<file path="src/design/vrf_sqrt.sv">
module vrf_sqrt #(
    parameter int RAD_W  = 40,
    parameter int SIDE_W = 124
) (
    input  logic                 clk,
    input  logic                 rst_n,
    input  logic                 en,
    input  logic                 in_valid,
    input  logic [RAD_W-1:0]     radicand,
    input  logic [SIDE_W-1:0]    in_side,
    output logic                 out_valid,
    output logic [RAD_W/2-1:0]   root,
    output logic [RAD_W/2+2:0]   remainder,
    output logic [SIDE_W-1:0]    out_side
);

    localparam int N  = RAD_W / 2;
    localparam int RW = N + 3;

    logic          valid_reg [N];
    logic [RW-1:0] rem_reg   [N];
    logic [N-1:0]  q_reg     [N];
    logic [RAD_W-1:0] x_reg  [N];
    logic [SIDE_W-1:0] side_reg [N];

    for (genvar j = 0; j < N; j++) begin : g_stage
        logic          v_in;
        logic [RW-1:0] rem_in;
        logic [N-1:0]  q_in;
        logic [RAD_W-1:0] x_in;
        logic [SIDE_W-1:0] side_in;
        logic [RW-1:0] rem_sh;
        logic [RW-1:0] trial;
        logic          ge;
        logic [RW-1:0] rem_next;
        logic [N-1:0]  q_next;

        if (j == 0) begin : g_first
            assign v_in    = in_valid;
            assign rem_in  = '0;
            assign q_in    = '0;
            assign x_in    = radicand;
            assign side_in = in_side;
        end else begin : g_rest
            assign v_in    = valid_reg[j-1];
            assign rem_in  = rem_reg[j-1];
            assign q_in    = q_reg[j-1];
            assign x_in    = x_reg[j-1];
            assign side_in = side_reg[j-1];
        end

        assign rem_sh   = {rem_in[RW-3:0], x_in[RAD_W-1:RAD_W-2]};
        assign trial    = RW'({q_in, 2'b01});
        assign ge       = rem_sh >= trial;
        assign rem_next = ge ? rem_sh - trial : rem_sh;
        assign q_next   = {q_in[N-2:0], ge};

        always_ff @(posedge clk or negedge rst_n)
        begin
            if (!rst_n)
            begin
                valid_reg[j] <= 1'b0;
            end
            else if (en)
            begin
                valid_reg[j] <= v_in;
            end
        end

        always_ff @(posedge clk)
        begin
            if (en)
            begin
                rem_reg[j]  <= rem_next;
                q_reg[j]    <= q_next;
                x_reg[j]    <= x_in << 2;
                side_reg[j] <= side_in;
            end
        end
    end

    assign out_valid = valid_reg[N-1];
    assign root      = q_reg[N-1];
    assign remainder = rem_reg[N-1];
    assign out_side  = side_reg[N-1];

endmodule
</file>
<file path="config.mk">
export PLATFORM = sky130hd
export DESIGN_NAME = vrf_sqrt
export DESIGN_NICKNAME = d
export VERILOG_FILES = /design/src/design/vrf_sqrt.sv
export SDC_FILE = /design/constraint.sdc
export NUM_CORES = 2
export LEC_CHECK = 0
export ABC_AREA = 1
export CAP_MARGIN = 10
export CORE_ASPECT_RATIO = 1.1
export CORE_MARGIN = 5
export CORE_UTILIZATION = 25
export CTS_CLUSTER_DIAMETER = 200
export CTS_CLUSTER_SIZE = 25
export DETAILED_ROUTE_END_ITERATION = 8
export DONT_BUFFER_PORTS = 1
export GPL_ROUTABILITY_DRIVEN = 0
export GPL_TIMING_DRIVEN = 0
export PLACE_DENSITY = 0.38
export REMOVE_ABC_BUFFERS = 1
export SLEW_MARGIN = 20
export SYNTH_ARGS = -nofsm -noshare
export SYNTH_HDL_FRONTEND = slang
export SYNTH_MEMORY_MAX_BITS = 65536
export SYNTH_SLANG_ARGS = --single-unit
</file>
<file path="constraint.sdc">
create_clock -name clk -period 2.21 [get_ports clk]
set_input_delay 0.1105 -clock clk [delete_from_list [all_inputs] [get_ports clk]]
set_output_delay 0.1105 -clock clk [all_outputs]
set_load 0.02 [all_outputs]
</file>
==> flow_metrics.py <==
metrics = {
    "routing": {
        "ant_nets": 0,
        "vias": 64800,
        "drc": 0,
        "wl_um": 248000,
        "drt_iter0_drc": 4654,
        "drt-wirelength-per-cell_um": 15.5,
        "drtPass1Iterations": 8,
        "vias_per_cell": 4.03,
    },
    "pwr": {
        "seq_power_share_pct": 62.1,
        "cell_internal_pwr_w": 0.0980,
        "netSwitchingFraction_pct": 24.9,
        "p_sw_w": 0.0325,
        "clkPwrFrac_pct": 26.0,
        "ir_worst_vdd_mv": 0.590,
        "power_w": 0.130,
        "leakagePower_nw": 55.1,
        "powerDensity_nw_per_um2": 853,
        "p_comb_share_pct": 11.9,
    },
    "clocking": {
        "clkTransAtPathRegs_ns": 0.10,
        "clk_latency_ns": 0.90,
        "cts_tree": "yes",
        "clockRootBuffer": "clkbuf_16",
        "cts_sinks": 3486,
        "ctsLongestPathBuffers": 4,
        "numCtsBuffers": 161,
        "htreeDepth": 4,
    },
    "sta": {
        "period_share_pct": 102,
        "fin_tns_setup_ns": -0.274,
        "min_period_ns": 2.24,
        "setup_viol": 19,
        "clock.fmax_ghz": 0.446,
        "rsz0062_at_grt": "yes",
        "maxSlewHeadroom_pct": 26.9,
        "worst_pin_slew_ns": 1.10,
        "hold_violations": 0,
        "slew_viol_final": 0,
        "finClkSkew_ns": 0.0596,
        "setup_slack_ns": -0.0336,
    },
    "setup_path": {
        "path_max_fanout": 6,
        "arrival_ns": 2.88,
        "worst-r2r-setup-slack_ns": -0.03,
        "required_ns": 2.84,
        "max_stage_delay_ns": 0.49,
        "slowest_stage": "edfxtp_1",
        "crit_path_end_kind": "register",
        "cp-start-kind": "register",
        "cp_common_cell": "nand2_4",
        "critical_path_class": "register to register",
        "path_cells": "ha_4 -> nand2_4 -> inv_4 -> nand2_4 -> nor3_4 -> nand2_4 -> nand2_4 -> nand2_8 -> nand2_8 -> clkinvlp_4 -> nand2_2 -> nand2_2",
        "worst-path-buf-inv": 2,
        "cpLargestDelayFamily": "simple AND/OR/NAND/NOR gates",
    },
    "global_route": {
        "grt_antenna_before_repair": 4,
        "grt_pass1_wl_um": 373000,
        "grt_pass1_vias": 64500,
        "grt_max_degree": 192,
        "grt.total_usage_pct": 8.81,
        "overflow": 0,
    },
    "floorplanning": {
        "core-area_um2": 510000,
        "initial_utilization_pct": 25.1,
        "core.rowCount": 275,
        "die-width_um": 692,
        "io_pins": 336,
        "die_area_um2": 527000,
        "dieHeight_um": 761,
    },
    "yosys": {
        "synth_top_area_cell": "edfxtp_1",
        "synth_common_cells": "edfxtp_1 (3,466), nand2_1 (1,940), inv_1 (913)",
        "ys_seq_area_share_pct": 81.7,
        "ys_ff_latch": 3486,
        "synthCells": 8362,
        "synthTopCellsByArea": "edfxtp_1 (81%), nand2_1 (5.7%), inv_1 (2.7%)",
        "ys_warn_count": 0,
        "synth_edf_count": 3466,
        "synth.top_cell.area_share_pct": 81.3,
        "syn-cell-area_um2": 128000,
        "ys_async_sr_fraction_pct": 0.574,
        "avgSynthCellArea_um2": 15.3,
        "synth-main-ff-cell": "edfxtp_1",
        "synthDistinctLibCells": 53,
        "synth.most_common_cell": "edfxtp_1",
    },
    "finish": {
        "fillers": 49800,
        "area_delta_synth_final_pct": 19.4,
        "layout-drive-gt1-share_pct": 14.8,
        "nets": 9661,
        "design_area_um2": 153000,
        "largest_reg_flops": 2480,
    },
    "worst_hold_path": {
        "min_path_type": "input port to register",
    },
    "run_status": {
        "violations": "setup timing",
        "outcome": "finished with violations",
    },
    "place": {
        "port_buffers": 0,
        "dp_hpwl_um": 143000,
        "dpl_cell_area_um2": 137000,
    },
    "job": {
        "maxCapViolCount": 0,
    },
}
cells in the final DEF (no fill, tap or decap), types with 16 or more instances in the layout:
cell           count
a21oi_1          167
a21oi_2           62
a21oi_4           16
buf_12            25
buf_16            26
buf_4            332
bufbuf_16         22
clkbuf_16        165
dfrtp_1           20
dlygate4sd3_1    344
edfxtp_1        3466
ha_1              50
ha_4             175
inv_1            834
inv_2             78
nand2_1         1735
nand2_2          168
nand2_4           46
nand3_1          308
nand3b_1          73
nand4_1           88
nor2_1           410
nor2_2            68
nor2_4            47
nor3_1            46
o21ai_0          100
o21ai_1           53
o21ai_2           22
xnor2_1           63
xor2_1            92
layout make-up:
type / count / area, µm² / area share (%)
Sequential cell: 3486 / 105000 / 68.4
Multi-Input combinational cell: 3905 / 23700 / 15.5
Tap cell: 6786 / 8490 / 5.55
Timing Repair Buffer: 764 / 8070 / 5.28
Clock buffer: 171 / 4090 / 2.67
Inverter: 929 / 3620 / 2.37
Clock inverter: 11 / 183 / 0.119
Timing Repair inverter: 13 / 103 / 0.0671
Antenna cell: 1 / 2.50 / 0.00164
metal layers:
layer	track usage (%)	wire length, µm	share of wire (%)
met1	10.6	103000	41
met4	3.39	11700	4.7
met3	1.46	10000	4.0
met2	15.7	124000	50
met5	0	0	0
worst register-to-register path: stages, from the launching register on:
cell        delay, ns
edfxtp_1         0.49
ha_4             0.35
nand2_4          0.07
inv_4            0.06
nand2_4          0.06
nor3_4           0.22
nand2_4          0.08
nand2_4          0.11
nand2_8          0.06
nand2_8          0.11
clkinvlp_4       0.21
nand2_2          0.13
nand2_2          0.05
logic make-up (layout without fill, tap and decap cells):
logic type | count (synthesis) | after routing | synth area share, %
DFF | 3486 | 3486 | 81.7
and+or+nand+nor | 3057 | 3068 | 10.0
buffers and inverters | 982 | 1888 | 3.06
AOI/OAI and AO/OA | 446 | 446 | 1.91
adders and majority gates | 233 | 233 | 2.28
xor gates and xnor gates | 155 | 155 | 1.06
muxes | 2 | 2 | 0.0176
other | 1 | 2 | 0.00293
what timing repair did:
action,CTS,global route
endpoints found under the hold margin,569,190
hold buffers,343,8
setup endpoints to repair,2409,619
gates resized for setup,265,629
buffers inserted,83,283
pin swaps,48,224
cloned,38,13
worst paths after layout:
kind                                       startpoint                      endpoint  cells after the start
hold reg to reg            side_reg[2][103]$_DFFE_PP_    side_reg[3][103]$_DFFE_PP_                      0
setup / recovery             rem_reg[7][12]$_DFFE_PP_      rem_reg[7][35]$_DFFE_PP_                     12
setup reg to reg             rem_reg[7][12]$_DFFE_PP_      rem_reg[7][35]$_DFFE_PP_                     12
min in group asynchronous                       rst_n   g_stage[1].v_in$_DFFE_PN0P_                      3
hold / removal                                     en     side_reg[5][63]$_DFFE_PP_                      3
max in group asynchronous                       rst_n  g_stage[17].v_in$_DFFE_PN0P_                      3
power groups by stage:
stage	logic (W)	clock network, W	registers (W)
finish	0.0156	0.0339	0.0810
global route	0.0173	0.0389	0.0815
CTS	0.0132	0.0369	0.0810
floorplan	0.00768	0	0.0813
detailed placement	0.0115	0	0.0824
global placement	0.0101	0	0.0827
through the flow:
step	setup WS (ns)	hold WS, ns	cells	utilization [%]
after floorplan	-0.268	-0.185	8309	-
after global placement	-2.87	-0.184	15100	26.7
after detailed placement	-4.44	-0.185	15100	26.8
after CTS	-0.135	-0.350	15800	28.9
after global routing	-0.145	0.0208	16100	30.0
final	-0.0336	0.0305	16100	30.0
No activity file was read; power rests on OpenSTA's default activity.
